## src/rtl/sc2ch_pkg.sv

```systemverilog
`timescale 1ns / 1ps

package sc2ch_pkg;

    // Scan code set 1 special bytes and key numbers (make code, bit 7 clear).
    localparam logic [7:0] SC_PREFIX  = 8'hE0;
    localparam logic [6:0] KEY_LSHIFT = 7'h2A;
    localparam logic [6:0] KEY_RSHIFT = 7'h36;
    localparam logic [6:0] KEY_CTRL   = 7'h1D;
    localparam logic [6:0] KEY_ALT    = 7'h38;
    localparam logic [6:0] KEY_CAPS   = 7'h3A;

    // Character ranges used by the case adjustment.
    localparam logic [7:0] CH_LOWER_A = 8'h61;
    localparam logic [7:0] CH_LOWER_Z = 8'h7A;
    localparam logic [7:0] CH_UPPER_A = 8'h41;
    localparam logic [7:0] CH_UPPER_Z = 8'h5A;
    localparam logic [7:0] CH_CASE    = 8'h20;

    // Layouts that carry a table, and keys per table row.
    localparam int TABLE_COUNT = 3;
    localparam int KEY_ENTRIES = 58;
    localparam int KEY_IDX_W   = $clog2(KEY_ENTRIES);
    localparam int LAYOUT_W    = 2;

    // Status flags that travel beside each character.
    typedef struct packed {
        logic alt;
        logic ctrl;
        logic caps;
        logic shift;
    } t_mod_flags;

    typedef logic [7:0] t_key_row [KEY_ENTRIES];
    typedef t_key_row t_layout_tables [TABLE_COUNT][2];

    // Per layout: the unshifted row first, then the shifted row.
    localparam t_layout_tables KEY_TABLE = '{
        '{  // US
            '{8'h00, 8'h1B, 8'h31, 8'h32, 8'h33, 8'h34, 8'h35, 8'h36, 8'h37, 8'h38,
              8'h39, 8'h30, 8'h2D, 8'h3D, 8'h08, 8'h20, 8'h71, 8'h77, 8'h65, 8'h72,
              8'h74, 8'h79, 8'h75, 8'h69, 8'h6F, 8'h70, 8'h5B, 8'h5D, 8'h0A, 8'h00,
              8'h61, 8'h73, 8'h64, 8'h66, 8'h67, 8'h68, 8'h6A, 8'h6B, 8'h6C, 8'h3B,
              8'h27, 8'h60, 8'h00, 8'h5C, 8'h7A, 8'h78, 8'h63, 8'h76, 8'h62, 8'h6E,
              8'h6D, 8'h2C, 8'h2E, 8'h2F, 8'h00, 8'h2A, 8'h00, 8'h20},
            '{8'h00, 8'h00, 8'h21, 8'h40, 8'h23, 8'h24, 8'h25, 8'h5E, 8'h26, 8'h2A,
              8'h28, 8'h29, 8'h5F, 8'h2B, 8'h08, 8'h20, 8'h51, 8'h57, 8'h45, 8'h52,
              8'h54, 8'h59, 8'h55, 8'h49, 8'h4F, 8'h50, 8'h7B, 8'h7D, 8'h0A, 8'h00,
              8'h41, 8'h53, 8'h44, 8'h46, 8'h47, 8'h48, 8'h4A, 8'h4B, 8'h4C, 8'h3A,
              8'h22, 8'h7E, 8'h00, 8'h7C, 8'h5A, 8'h58, 8'h43, 8'h56, 8'h42, 8'h4E,
              8'h4D, 8'h3C, 8'h3E, 8'h3F, 8'h00, 8'h2A, 8'h00, 8'h20}
        },
        '{  // ES
            '{8'h00, 8'h1B, 8'h31, 8'h32, 8'h33, 8'h34, 8'h35, 8'h36, 8'h37, 8'h38,
              8'h39, 8'h30, 8'h27, 8'h21, 8'h08, 8'h20, 8'h71, 8'h77, 8'h65, 8'h72,
              8'h74, 8'h79, 8'h75, 8'h69, 8'h6F, 8'h70, 8'h60, 8'h2B, 8'h0A, 8'h00,
              8'h61, 8'h73, 8'h64, 8'h66, 8'h67, 8'h68, 8'h6A, 8'h6B, 8'h6C, 8'h6E,
              8'hAC, 8'h00, 8'h00, 8'h5C, 8'h7A, 8'h78, 8'h63, 8'h76, 8'h62, 8'h6E,
              8'h6D, 8'h2C, 8'h2E, 8'h2D, 8'h00, 8'h2A, 8'h00, 8'h20},
            '{8'h00, 8'h00, 8'h22, 8'h27, 8'h2E, 8'h35, 8'h00, 8'h37, 8'h38, 8'h39,
              8'h30, 8'h27, 8'h3F, 8'h21, 8'h08, 8'h20, 8'h51, 8'h57, 8'h45, 8'h52,
              8'h54, 8'h59, 8'h55, 8'h49, 8'h4F, 8'h50, 8'h5E, 8'h2A, 8'h0A, 8'h00,
              8'h41, 8'h53, 8'h44, 8'h46, 8'h47, 8'h48, 8'h4A, 8'h4B, 8'h4C, 8'h4E,
              8'hBF, 8'h60, 8'h00, 8'h7C, 8'h5A, 8'h58, 8'h43, 8'h56, 8'h42, 8'h4E,
              8'h4D, 8'h3B, 8'h3A, 8'h5F, 8'h00, 8'h2A, 8'h00, 8'h20}
        },
        '{  // DE
            '{8'h00, 8'h1B, 8'h31, 8'h32, 8'h33, 8'h34, 8'h35, 8'h36, 8'h37, 8'h38,
              8'h39, 8'h30, 8'hDF, 8'hB4, 8'h08, 8'h20, 8'h71, 8'h77, 8'h65, 8'h72,
              8'h74, 8'h7A, 8'h75, 8'h69, 8'h6F, 8'h70, 8'hFC, 8'h2B, 8'h0A, 8'h00,
              8'h61, 8'h73, 8'h64, 8'h66, 8'h67, 8'h68, 8'h6A, 8'h6B, 8'h6C, 8'hF6,
              8'hE4, 8'h5E, 8'h00, 8'h5C, 8'h79, 8'h78, 8'h63, 8'h76, 8'h62, 8'h6E,
              8'h6D, 8'h2C, 8'h2E, 8'h2D, 8'h00, 8'h2A, 8'h00, 8'h20},
            '{8'h00, 8'h00, 8'h21, 8'h22, 8'hA7, 8'h24, 8'h25, 8'h26, 8'h2F, 8'h28,
              8'h29, 8'h3D, 8'h3F, 8'h60, 8'h08, 8'h20, 8'h51, 8'h57, 8'h45, 8'h52,
              8'h54, 8'h5A, 8'h55, 8'h49, 8'h4F, 8'h50, 8'hDC, 8'h2A, 8'h0A, 8'h00,
              8'h41, 8'h53, 8'h44, 8'h46, 8'h47, 8'h48, 8'h4A, 8'h4B, 8'h4C, 8'hD6,
              8'hC4, 8'hB0, 8'h00, 8'hDF, 8'h59, 8'h58, 8'h43, 8'h56, 8'h42, 8'h4E,
              8'h4D, 8'h3B, 8'h3A, 8'h5F, 8'h00, 8'h2A, 8'h00, 8'h20}
        }
    };

endpackage

```

## src/rtl/scancode_to_char_decoder_top.sv

```systemverilog
`timescale 1ns / 1ps

// Channel   Direction  Payload
// s_axis    in         tdata[7:0] = scan_byte
// m_axis    out        tdata[7:0] = char_code, tuser[3:0] = shift, caps, ctrl, alt
// cfg       in         data[1:0]  = layout_select
//
// One scan byte per cycle is accepted while s_axis_tready is high. The input register
// takes the byte on transfer and the result register takes its decode when the decode
// stage advances; the result is then offered on m_axis until the character side takes it.
// Reset (synchronous, active low) clears all modifier flags, the prefix flag,
// both valid bits and selects the US layout.
// A stalled result holds in the result register while the input register still
// takes one more byte; s_axis_tready drops only when both are full and the
// character side stalls.
module scancode_to_char_decoder_top #(
    parameter int NUM_LAYOUTS = 3
) (
    input  logic       i_clk,
    input  logic       i_rst_n,
    // Scan byte stream
    input  logic       i_s_axis_tvalid,
    output logic       o_s_axis_tready,
    input  logic [7:0] i_s_axis_tdata,   // [7:0] scan_byte
    // Character stream
    output logic       o_m_axis_tvalid,
    input  logic       i_m_axis_tready,
    output logic [7:0] o_m_axis_tdata,   // [7:0] char_code
    output logic [3:0] o_m_axis_tuser,   // [0] shift_held, [1] caps_on, [2] ctrl_held,
                                         // [3] alt_held
    // Layout select register write
    input  logic       i_cfg_valid,
    output logic       o_cfg_ready,
    input  logic [sc2ch_pkg::LAYOUT_W-1:0] i_cfg_data  // [1:0] layout_select
);
    import sc2ch_pkg::*;

    logic                r_in_valid;
    logic [7:0]          r_in_byte;
    logic                r_out_valid;
    logic [7:0]          r_out_char;
    t_mod_flags          r_out_mods;
    t_mod_flags          r_mods;
    logic                r_prefix;
    logic [LAYOUT_W-1:0] r_layout;

    t_mod_flags          n_mods;
    logic                n_prefix;
    logic [7:0]          n_char;
    logic [7:0]          lookup_char;
    logic [6:0]          key;
    logic                advance;

    // The decode stage moves on whenever the result register is free or drains.
    assign advance         = r_in_valid && (!r_out_valid || i_m_axis_tready);
    assign o_s_axis_tready = !r_in_valid || !r_out_valid || i_m_axis_tready;
    assign o_cfg_ready     = 1'b1;

    assign o_m_axis_tvalid = r_out_valid;
    assign o_m_axis_tdata  = r_out_char;
    assign o_m_axis_tuser  = r_out_mods;

    assign key = r_in_byte[6:0];

    // Table lookup with the current shift state, then the caps/shift case rule.
    always_comb begin
        lookup_char = 8'h00;
        if ((int'(r_layout) < TABLE_COUNT) && (int'(key) < KEY_ENTRIES)) begin
            lookup_char = KEY_TABLE[r_layout][r_mods.shift][key[KEY_IDX_W-1:0]];
        end
        if ((lookup_char >= CH_LOWER_A) && (lookup_char <= CH_LOWER_Z)) begin
            if (r_mods.caps != r_mods.shift) begin
                lookup_char = lookup_char - CH_CASE;
            end
        end else if ((lookup_char >= CH_UPPER_A) && (lookup_char <= CH_UPPER_Z)) begin
            if (r_mods.caps && !r_mods.shift) begin
                lookup_char = lookup_char + CH_CASE;
            end
        end
    end

    // Prefix, break and modifier handling for the byte in the input register.
    always_comb begin
        n_mods   = r_mods;
        n_prefix = r_prefix;
        n_char   = 8'h00;
        if (r_in_byte == SC_PREFIX) begin
            n_prefix = 1'b1;
        end else if (r_prefix) begin
            n_prefix = 1'b0;
        end else if (r_in_byte[7]) begin
            case (key) inside
                KEY_LSHIFT, KEY_RSHIFT: n_mods.shift = 1'b0;
                KEY_CTRL:               n_mods.ctrl  = 1'b0;
                KEY_ALT:                n_mods.alt   = 1'b0;
                default:                n_mods       = r_mods;
            endcase
        end else begin
            case (key) inside
                KEY_LSHIFT, KEY_RSHIFT: n_mods.shift = 1'b1;
                KEY_CAPS:               n_mods.caps  = !r_mods.caps;
                KEY_CTRL:               n_mods.ctrl  = 1'b1;
                KEY_ALT:                n_mods.alt   = 1'b1;
                default:                n_char       = lookup_char;
            endcase
        end
    end

    // Control state: valid bits, decoder flags and the layout register.
    always_ff @(posedge i_clk) begin
        if (!i_rst_n) begin
            r_in_valid  <= 1'b0;
            r_out_valid <= 1'b0;
            r_mods      <= '0;
            r_prefix    <= 1'b0;
            r_layout    <= '0;
        end else begin
            if (o_s_axis_tready) begin
                r_in_valid <= i_s_axis_tvalid;
            end
            if (advance) begin
                r_out_valid <= 1'b1;
                r_mods      <= n_mods;
                r_prefix    <= n_prefix;
            end else if (i_m_axis_tready) begin
                r_out_valid <= 1'b0;
            end
            if (i_cfg_valid && (int'(i_cfg_data) < NUM_LAYOUTS)) begin
                r_layout <= i_cfg_data;
            end
        end
    end

    // Payload registers.
    always_ff @(posedge i_clk) begin
        if (o_s_axis_tready && i_s_axis_tvalid) begin
            r_in_byte <= i_s_axis_tdata;
        end
        if (advance) begin
            r_out_char <= n_char;
            r_out_mods <= n_mods;
        end
    end

`ifndef SYNTH
    // A prefix byte leaves the prefix flag armed.
    a_prefix_arms: assert property (@(posedge i_clk) disable iff (!i_rst_n)
        (advance && (r_in_byte == SC_PREFIX)) |=> r_prefix)
        else $error("prefix flag not set after prefix byte");

    // A prefix byte or a prefixed code never yields a character.
    a_prefix_silent: assert property (@(posedge i_clk) disable iff (!i_rst_n)
        (r_in_valid && ((r_in_byte == SC_PREFIX) || r_prefix)) |-> (n_char == 8'h00))
        else $error("character produced for prefixed code");

    // The input side stalls only when both registers hold data and the sink stalls.
    a_stall_cause: assert property (@(posedge i_clk) disable iff (!i_rst_n)
        !o_s_axis_tready |-> (r_in_valid && r_out_valid && !i_m_axis_tready))
        else $error("input stalled without cause");

    // An unprefixed caps make code flips caps lock.
    a_caps_toggle: assert property (@(posedge i_clk) disable iff (!i_rst_n)
        (advance && !r_prefix && (r_in_byte == {1'b0, KEY_CAPS}))
        |=> (r_mods.caps != $past(r_mods.caps)))
        else $error("caps lock did not toggle");
`endif

endmodule
```

## config.mk

```make
export PLATFORM = sky130hd
export DESIGN_NAME = scancode_to_char_decoder_top
export DESIGN_NICKNAME = d
export VERILOG_FILES = /design/src/rtl/sc2ch_pkg.sv /design/src/rtl/scancode_to_char_decoder_top.sv
export SDC_FILE = /design/constraint.sdc
export NUM_CORES = 1
export LEC_CHECK = 0
export BUFFER_PORTS_ARGS = -buffer_cell sky130_fd_sc_hd__buf_2
export CAP_MARGIN = 20
export CORE_ASPECT_RATIO = 1.25
export CORE_UTILIZATION = 40
export DETAILED_ROUTE_END_ITERATION = 10
export HOLD_SLACK_MARGIN = 0.1
export PLACE_DENSITY_LB_ADDON = 0.15
export SETUP_SLACK_MARGIN = 0.4
export SKIP_LAST_GASP = 1
export SYNTH_ARGS = -nofsm -noshare
export SYNTH_HDL_FRONTEND = slang
export SYNTH_SLANG_ARGS = --single-unit
export TNS_END_PERCENT = 50
```

## constraint.sdc

```tcl
create_clock -name i_clk -period 3.4 [get_ports i_clk]
set_input_delay 0.17 -clock i_clk [delete_from_list [all_inputs] [get_ports i_clk]]
set_output_delay 0.17 -clock i_clk [all_outputs]
set_load 0.005 [all_outputs]
```

==> results of run 1 <==
per-stage QoR:
stage	instances	total power [uW]
finish	609	1093
global route	609	1139
CTS	607	1080
detailed placement	583	774.2
global placement	583	778.9
floorplan	446	638.2
cells by family (layout without fill, tap and decap cells):
kind of cell,after synthesis,count (layout)
DFF,29,29
other,1,1
xor gates and xnor gates,4,4
and+or+nand+nor,184,184
muxes,6,6
AOI/OAI and AO/OA,156,156
adders and majority gates,8,8
buffers and inverters,58,126
cells in the final DEF (no fill, tap or decap), types with 4 or more instances in the layout:
cell type,netlist,final
and2_1,5,4
o21ai_0,20,18
nor3_1,7,7
nor4_1,6,5
a311oi_1,7,6
nand2_1,47,47
dfxtp_1,9,6
nand2b_1,20,19
or2_2,5,5
dlygate4sd3_1,0,8
buf_6,6,4
inv_1,15,14
a21oi_1,26,26
mux2i_1,6,6
o211ai_1,8,8
o21ai_1,4,6
o21bai_1,4,4
edfxtp_1,20,20
a22o_1,4,4
clkbuf_8,0,5
ha_1,8,5
a211oi_1,9,8
buf_4,6,56
o22ai_1,8,8
buf_2,22,28
buf_12,0,5
a31oi_1,16,16
nor2b_1,12,12
nor2_1,45,44
a211o_1,5,5
nand3_1,14,14
state kept, by name, indices dropped and copies added (netlist names):
signal / cells
o_m_axis_tdata: 8
r_in_byte: 8
o_m_axis_tuser: 4
r_mods: 4
r_layout: 2
o_m_axis_tvalid: 1
r_in_valid: 1
r_prefix: 1
Yosys cell counts, drive strengths merged, types with 9 or more instances:
cell | instances | area share
nor2b | 12 | 0.023
a21oi | 26 | 0.039
or2 | 9 | 0.017
nand3 | 14 | 0.021
nand2 | 48 | 0.055
o21ai | 24 | 0.036
buf | 35 | 0.071
nand2b | 20 | 0.038
nor2 | 45 | 0.051
inv | 15 | 0.017
edfxtp | 20 | 0.18
a31oi | 16 | 0.030
a211oi | 9 | 0.020
dfxtp | 9 | 0.054
path summary, 6_finish.rpt:
check / startpoint / end / slack, ns / cells past startpoint
setup / recovery: r_layout[0] / o_m_axis_tdata[6] / 0.37 / 13
hold / removal: i_s_axis_tvalid / r_in_valid / 0.11 / 3
setup reg to reg: r_layout[0] / o_m_axis_tdata[6] / 0.37 / 13
hold reg to reg: r_mods[2] / r_mods[2] / 0.47 / 2
worst max-delay path, cell delays in order (launching register included):
cell and delay (ns):
dfxtp_4 0.37, inv_2 0.12, ha_4 0.20, buf_4 0.15, or2_2 0.13, o211ai_1 0.09, a31oi_1 0.18, o21ai_1 0.07
o311a_1 0.36, a211o_1 0.34, ha_1 0.22, a31o_1 0.24, a311o_1 0.32, o31ai_2 0.06
metal layers:
layer  part of all wire  global-route usage  vias up
met2               0.47              0.4988      253
met5                  0                   0        -
met1               0.38              0.3586     1841
li1                   -                   -     1817
met4              0.070              0.1804        0
met3              0.086             0.04444       75
power groups by stage:
stage / Combinational, uW / Clock, uW / Sequential, uW
6_report: 406 / 279 / 409
5_1_grt: 432 / 297 / 410
4_1_cts: 387 / 284 / 409
3_5_place_dp: 358 / 0 / 416
3_3_place_gp: 363 / 0 / 416
2_1_floorplan: 228 / 0 / 410
timing repair:
action                                  CTS  global route
hold buffers                              8             0
endpoints found under the hold margin     8             0
endpoints found under the setup margin    3             3
resized for setup                        21            11
buffers inserted                          7             2
pin swaps                                 6             3
gates cloned                              1             0
area by class of cell:
type,instances,share of cell area
multi-input cells,359,0.5556
repair buffers,102,0.1948
flip-flops and latches,29,0.1874
well taps,95,0.02830
clock buffers,6,0.01728
inverters,16,0.01430
clock inverters,2,0.002383
==> reports/qor.yml, run 1 <==
outcome: "completed"
worst_slack_ns: 0.3663
io_buffers: 28
tightestPinTransition_ns: 0.5660
synth.yosys.seq_area_share: 0.2344
power_density_nw_per_um2: 260.3
wire_per_inst_um: 21.59
grt_pass1_wl_um: 20530
drt_iter0_markers: 507
die_x_um: 83.62
ant_nets: 0
dr.pass1.iters: 6
postSynthAreaPerCell_um2: 7.468
ys.flop_type: "edfxtp_1"
grt_antenna_before_repair: 0
arrival_ns: 3.15
drv_cap: 0
fillerInstances: 785
place.gp.congestion: 1.028
synthAdderAreaFrac: 0.03005
clock_latency_ns: 0.28
rsz0062_at_grt: "true"
power.internal_uw: 703.9
yosysWarnings: 0
required_ns: 3.52
cts_tree: "built"
combPwrFrac: 0.371
synth_xor_area_frac: 0.01052
coreArea_um2: 7928
synth-seq-cells: 29
regArea_um2: 787.0
cp-end-kind: "flip-flop"
io_pins: 30
drc: 0
clock.fmax_mhz: 329.6
p_leak_uw: 0.001630
setup_violations: 0
pre_cts_ws_ns: 0.1075
grt_usage: 0.2985
critPathKind: "flip-flop to flip-flop"
slew_violations: 0
htree_levels: 2
diodes: 0
finalHoldViolations: 0
fin_crit_sh: 0.8923
grt_pass1_vias: 3880
synth_top_family_by_area: "compound AO/OA/AOI/OAI gates"
final_cell_area_um2: 4200
grt_start_max_net_pins: 60
synthSimpleGateAreaFrac: 0.2761
synth-edff-count: 20
dieArea_um2: 8698
clock-sinks: 29
root_buffer: "clkbuf_8"
numCtsBuffers: 5
syn_area_um2: 3331
yosysUniqueCellTypes: 71
synth-compound-area-share: 0.3321
muxShareOfSynthArea: 0.01803
hpwl_um: 9677
routed_wl_um: 13150
dieHeight_um: 104.0
path_max_fanout: 7
swShare: 0.3562
hold_class: "primary input to flip-flop"
ir_worst_vdd_v: 0.0002086
placed_area_um2: 3807
viasPerCell: 6.545
area_delta_synth_final_pct: 26.11
p_seq_frac: 0.374
grt-ovfl-total: 0
num_rows: 36
clockBufferDepth: 2
drive_gt1_frac: 0.2529
tns_ns: 0
power_switching_uw: 389.5
synth_nets: 469
multiInputGateArea_um2: 2333
skew_ns: 0.003255
synth_cells: 446
start_util: 0.4201
slew_headroom: 0.6192
fin_util: 0.5298
synthArstFlopShare: 0
min_period_ns: 3.034
start_kind: "flip-flop"
whs_ns: 0.1071
final_nets: 536
vias: 3986
cts.clk_slew.worst_paths_ns: 0.07
p_clk_frac: 0.255
No activity file was read; power rests on OpenSTA's default activity.
==> run 2, diff against run 1 <==
- CORE_UTILIZATION: 40 -> 45
==> run 2 against run 1 <==
Hold slack got worse by 0.0077 ns. Via count rose by 1.6%. Fmax fell by 1.7%. Cell area rose by 2.3%. Non-clock buffer count fell by 7. Critical path depth fell by 2. Register-to-register slack got worse by 0.05 ns. Final cell count fell by 2.0%. Highest routed layer unchanged.
==> reports/qor.yml, run 2 (synthesized netlist as in run 1, its figures left out) <==
outcome: "completed"  # unchanged
dieHeight_um: 98.19  # was 104.0 um
wire_per_inst_um: 22.12  # was 21.59 um
grt_usage: 0.3248  # was 0.2985
dieArea_um2: 7752  # was 8698 um^2
p_leak_uw: 0.001638  # was 0.001630 uW
vias: 4049  # was 3986
io_buffers: 28  # unchanged
clock-sinks: 29  # unchanged
grt_start_max_net_pins: 52  # was 60
path_max_fanout: 7  # unchanged
ant_nets: 0  # unchanged
clockBufferDepth: 2  # unchanged
pre_cts_ws_ns: 0.2097  # was 0.1075 ns
routed_wl_um: 13200  # was 13150 um
finalHoldViolations: 0  # unchanged
num_rows: 34  # was 36
drive_gt1_frac: 0.2840  # was 0.2529
grt_pass1_vias: 3701  # was 3880
worst_path_dominant_cell_family: "compound AO/OA/AOI/OAI gates"  # unchanged
cp_slowest_cell: "edfxtp_1"  # was dfxtp_4
area_delta_synth_final_pct: 28.96  # was 26.11%
tightestPinTransition_ns: 0.5835  # was 0.5660 ns
layout_commonest_cell: "nand2_1"  # was buf_4
numCtsBuffers: 5  # unchanged
reg2regPathDepth: 11  # was 13
critPathKind: "flip-flop to flip-flop"  # unchanged
arrival_ns: 3.12  # was 3.15 ns
path_depth: 11  # was 13
htree_levels: 2  # unchanged
clock.fmax_mhz: 324.0  # was 329.6 MHz
cts.clk_slew.worst_paths_ns: 0.06  # was 0.07 ns
r2r_slack_ns: 0.31  # was 0.37 ns
hold_class: "primary input to flip-flop"  # unchanged
start_util: 0.4717  # was 0.4201
grt-ovfl-total: 0  # unchanged
grt_antenna_before_repair: 0  # unchanged
rsz0062_at_grt: "true"  # unchanged
drt_iter0_markers: 471  # was 507
root_buffer: "clkbuf_8"  # unchanged
drc: 0  # unchanged
clock_latency_ns: 0.29  # was 0.28 ns
viasPerCell: 6.782  # was 6.545
final_nets: 529  # was 536
skew_ns: 0.005241  # was 0.003255 ns
drv_cap: 0  # unchanged
cts_tree: "built"  # unchanged
place.gp.congestion: 1.058  # was 1.028
slew_headroom: 0.6096  # was 0.6192
cpPeakStageDelay_ns: 0.52  # was 0.37 ns
power_density_nw_per_um2: 284.0  # was 260.3 nW/um^2
dr.pass1.iters: 5  # was 6
slew_violations: 0  # unchanged
die_x_um: 78.95  # was 83.62 um
tns_ns: 0  # unchanged
worst_slack_ns: 0.3131  # was 0.3663 ns
min_period_ns: 3.087  # was 3.034 ns
hold_depth: 3  # unchanged
setup_violations: 0  # unchanged
cp-end-kind: "flip-flop"  # unchanged
final_cell_mix: "nand2_1, buf_4, nor2_1"  # was buf_4, nand2_1, nor2_1
start_kind: "flip-flop"  # unchanged
crit_path_cell_trace: "buf_12, buf_4, a211o_1, a311oi_2, nor4_1, o311ai_1, buf_4, a211o_1, a22o_1, and4_1, o22ai_1"  # was inv_2, ha_4, buf_4, or2_2, o211ai_1, a31oi_1, o21ai_1, o311a_1, a211o_1, ha_1, a31o_1, a311o_1, o31ai_2
grt_pass1_wl_um: 19240  # was 20530 um
diodes: 0  # unchanged
hpwl_um: 8903  # was 9677 um
coreArea_um2: 7062  # was 7928 um^2
critPathBufInv: 3  # was 2
fin_crit_sh: 0.9079  # was 0.8923
ir_worst_vdd_v: 0.0001835  # was 0.0002086 V
io_pins: 30  # unchanged
required_ns: 3.43  # was 3.52 ns
==> run 2: cell count changes in the layout (fill, tap and decap cells not counted), moves of 3 or more <==
cell     previous run  this run
or2_1               3         0
or2_4               0         4
buf_4              56        43
o21ai_2             0         3
buf_6               4         8
==> run 2: where the power goes <==
part | internal, uW | switching (uW) | leakage (uW)
Combinational | 182 | 250 | 0.00131
Sequential | 394 | 15.5 | 0.000270
Clock | 239 | 140 | 0.0000585
Total | 815 | 405 | 0.00164
==> run 2: layout make-up <==
cell class | instances | area, um^2
fillers | 644 | 2766
well taps | 90 | 112.6
inverters | 16 | 60.06
flip-flops and latches | 29 | 785.8
clock buffers | 7 | 86.33
clock inverters | 1 | 30.03
repair buffers | 95 | 783.3
multi-input cells | 359 | 2437
==> run 2: worst reg2reg max path: cells and delay by family, from the launching register on <==
kind | cells | cell delay, ns
DFF | 1 | 0.52
AOI/OAI and AO/OA | 6 | 1.38
buffers and inverters | 3 | 0.57
and+or+nand+nor | 2 | 0.35
==> run 2: final timing paths <==
| kind | to | startpoint |
|---|---|---|
| min reg2reg | r_mods[2] | r_mods[2] |
| min | r_in_valid | i_s_axis_tvalid |
| max reg2reg | o_m_axis_tdata[5] | r_in_byte[0] |
| max | o_m_axis_tdata[5] | r_in_byte[0] |
==> run 2: per-stage QoR <==
step           cells  area [um^2]  hold WS, ns  utilization  total power, uW
2_1_floorplan    446         3334       0.2689            -            638.2
3_3_place_gp     562         3669       0.3464       0.5195            757.4
3_5_place_dp     562         3669       0.3486       0.5195            754.6
4_1_cts          581         3934       0.1008       0.5571             1150
5_1_grt          597         4295       0.1162       0.6083             1266
6_report         597         4295      0.09933       0.6083             1220
==> run 2: routing by layer <==
metal / up-vias / track usage / routed length, um
li1: 1794 / - / -
met1: 1875 / 0.3986 / 4859
met2: 291 / 0.5130 / 6207
met3: 89 / 0.07009 / 1281
met4: 0 / 0.2000 / 855
met5: - / 0 / 0
==> run 2: repair_timing <==
action / 4_1_cts / 5_1_grt
pin swaps: 2 / 20
hold buffers: 8 / 0
endpoints found under the setup margin: 3 / 3
cloned: 0 / 2
endpoints found under the hold margin: 8 / 0
gates resized for setup: 12 / 55
buffers inserted: 3 / 14
==> run 3, diff against run 2 <==
- BUFFER_PORTS_ARGS: -buffer_cell sky130_fd_sc_hd__buf_2 -> not set
- DONT_BUFFER_PORTS: not set -> 1
==> run 3 against run 2 <==
Sequential cell count stayed put. Non-clock buffer count is 26 lower. Count of clock-buffer cells in the layout is 1 lower. Critical path depth stayed put. First-iteration DRC count is 23% higher. Register-to-register slack worse by 0.06 ns. Largest cell class unchanged.
==> reports/qor.yml, run 3 (synthesized netlist as in run 1, its figures left out) <==
die_x_um: 78.95  # unchanged
numCtsBuffers: 5  # unchanged
hold_class: "primary input to flip-flop"  # unchanged
power_density_nw_per_um2: 269.2  # was 284.0 nW/um^2
pre_cts_ws_ns: -0.07590  # was 0.2097 ns
grt_pass1_wl_um: 20150  # was 19240 um
final_nets: 503  # was 529
hpwl_um: 9391  # was 8903 um
finalHoldViolations: 0  # unchanged
dieHeight_um: 98.19  # unchanged
start_util: 0.4717  # unchanged
htree_levels: 2  # unchanged
root_buffer: "clkbuf_8"  # unchanged
cts_tree: "built"  # unchanged
start_kind: "flip-flop"  # unchanged
grt_usage: 0.3452  # was 0.3248
critPathKind: "flip-flop to flip-flop"  # unchanged
wire_per_inst_um: 24.71  # was 22.12 um
dp_cells: 541  # was 562
skew_ns: 0.009105  # was 0.005241 ns
area_delta_synth_final_pct: 22.43  # was 28.96%
cp-end-kind: "flip-flop"  # unchanged
min_period_ns: 3.148  # was 3.087 ns
ir_worst_vdd_v: 0.0001705  # was 0.0001835 V
required_ns: 3.51  # was 3.43 ns
tns_ns: 0  # unchanged
whs_ns: 0.1144  # was 0.09933 ns
clock.fmax_mhz: 317.7  # was 324.0 MHz
ant_nets: 0  # unchanged
slew_violations: 0  # unchanged
setup_violations: 0  # unchanged
dr.pass1.iters: 6  # was 5
drive_gt1_frac: 0.2058  # was 0.2840
path_max_fanout: 7  # unchanged
power_uw: 1098  # was 1220 uW
layout_commonest_cell: "nand2_1"  # unchanged
grt_start_max_net_pins: 59  # was 52
clockBufferDepth: 2  # unchanged
arrival_ns: 3.26  # was 3.12 ns
outcome: "completed"  # unchanged
drt_iter0_markers: 580  # was 471
final_cell_mix: "nand2_1, buf_4, nor2_1"  # unchanged
coreArea_um2: 7062  # unchanged
grt_pass1_vias: 3695  # was 3701
io_buffers: 0  # was 28
clock-sinks: 29  # unchanged
cts.clk_slew.worst_paths_ns: 0.07  # was 0.06 ns
num_rows: 34  # unchanged
p_leak_uw: 0.001514  # was 0.001638 uW
final_cells: 571  # was 597
clock_latency_ns: 0.29  # about the same
place.gp.congestion: 1.011  # was 1.058
slew_headroom: 0.6032  # was 0.6096
dieArea_um2: 7752  # unchanged
viasPerCell: 7.123  # was 6.782
routed_wl_um: 14110  # was 13200 um
grt-ovfl-total: 0  # unchanged
fin_crit_sh: 0.9259  # was 0.9079
worst_slack_ns: 0.2520  # was 0.3131 ns
diodes: 0  # unchanged
drc: 0  # unchanged
drv_cap: 0  # unchanged
tightestPinTransition_ns: 0.5898  # was 0.5835 ns
vias: 4067  # was 4049
rsz0062_at_grt: "true"  # unchanged
io_pins: 30  # unchanged
grt_antenna_before_repair: 0  # unchanged
[run 3: cell types whose count changed in the layout (fill, tap and decap cells not counted), moves of 3 or more]
cell,delta
buf_2,-28
buf_6,-7
dlygate4sd3_1,+5
o21ai_0,+3
o21ai_2,-3
[run 3: critical path, cell delays in order (launching register included)]
cell and delay [ns]:
edfxtp_1 0.37, buf_4 0.18, buf_12 0.15, and2b_1 0.26, nand2_1 0.12, o221a_2 0.28
nor4_1 0.45, o311ai_1 0.23, and2_1 0.22, a31o_1 0.28, a311o_1 0.35, o31ai_2 0.07
[run 3: path summary, 6_finish.rpt]
path,from,to,slack (ns),cells past startpoint
hold reg to reg,r_mods[2],r_mods[2],0.47,2
hold / removal,i_cfg_data[0],r_layout[1],0.11,2
setup / recovery,r_in_byte[1],o_m_axis_tdata[6],0.25,11
setup reg to reg,r_in_byte[1],o_m_axis_tdata[6],0.25,11
[run 3: final cells by class]
cell class              count  area (um^2)
clock buffers               6        72.57
clock inverters             2        10.01
fillers                   684         2984
inverters                  16        60.06
multi-input cells         359         2351
flip-flops and latches     29        792.0
well taps                  90        112.6
repair buffers             69        679.4
[run 3: metrics by stage]
step,instance area (um^2),util
5_1_grt,4078,0.5774
3_5_place_dp,3581,0.5071
6_report,4078,0.5774
2_1_floorplan,3334,-
3_3_place_gp,3581,0.5071
4_1_cts,3889,0.5507
[run 3: what timing repair did]
action | CTS | global route
resized for setup | 23 | 17
hold buffers | 13 | 0
pin swaps | 3 | 10
hold endpoints to repair | 12 | 0
cloned | 0 | 4
buffers inserted | 1 | 4
setup endpoints to repair | 3 | 3
[run 3: per-layer routing]
metal,vias up,share of wire,GRT usage
met5,-,0,0
met4,0,0.087,0.2196
met3,106,0.098,0.07103
met2,353,0.46,0.5706
met1,1858,0.35,0.4013
li1,1750,-,-
[run 3: where the power goes]
group          internal [uW]  switching, uW  total, uW
clock network            142            140        281
logic                    161            248        410
registers                393           14.1        407
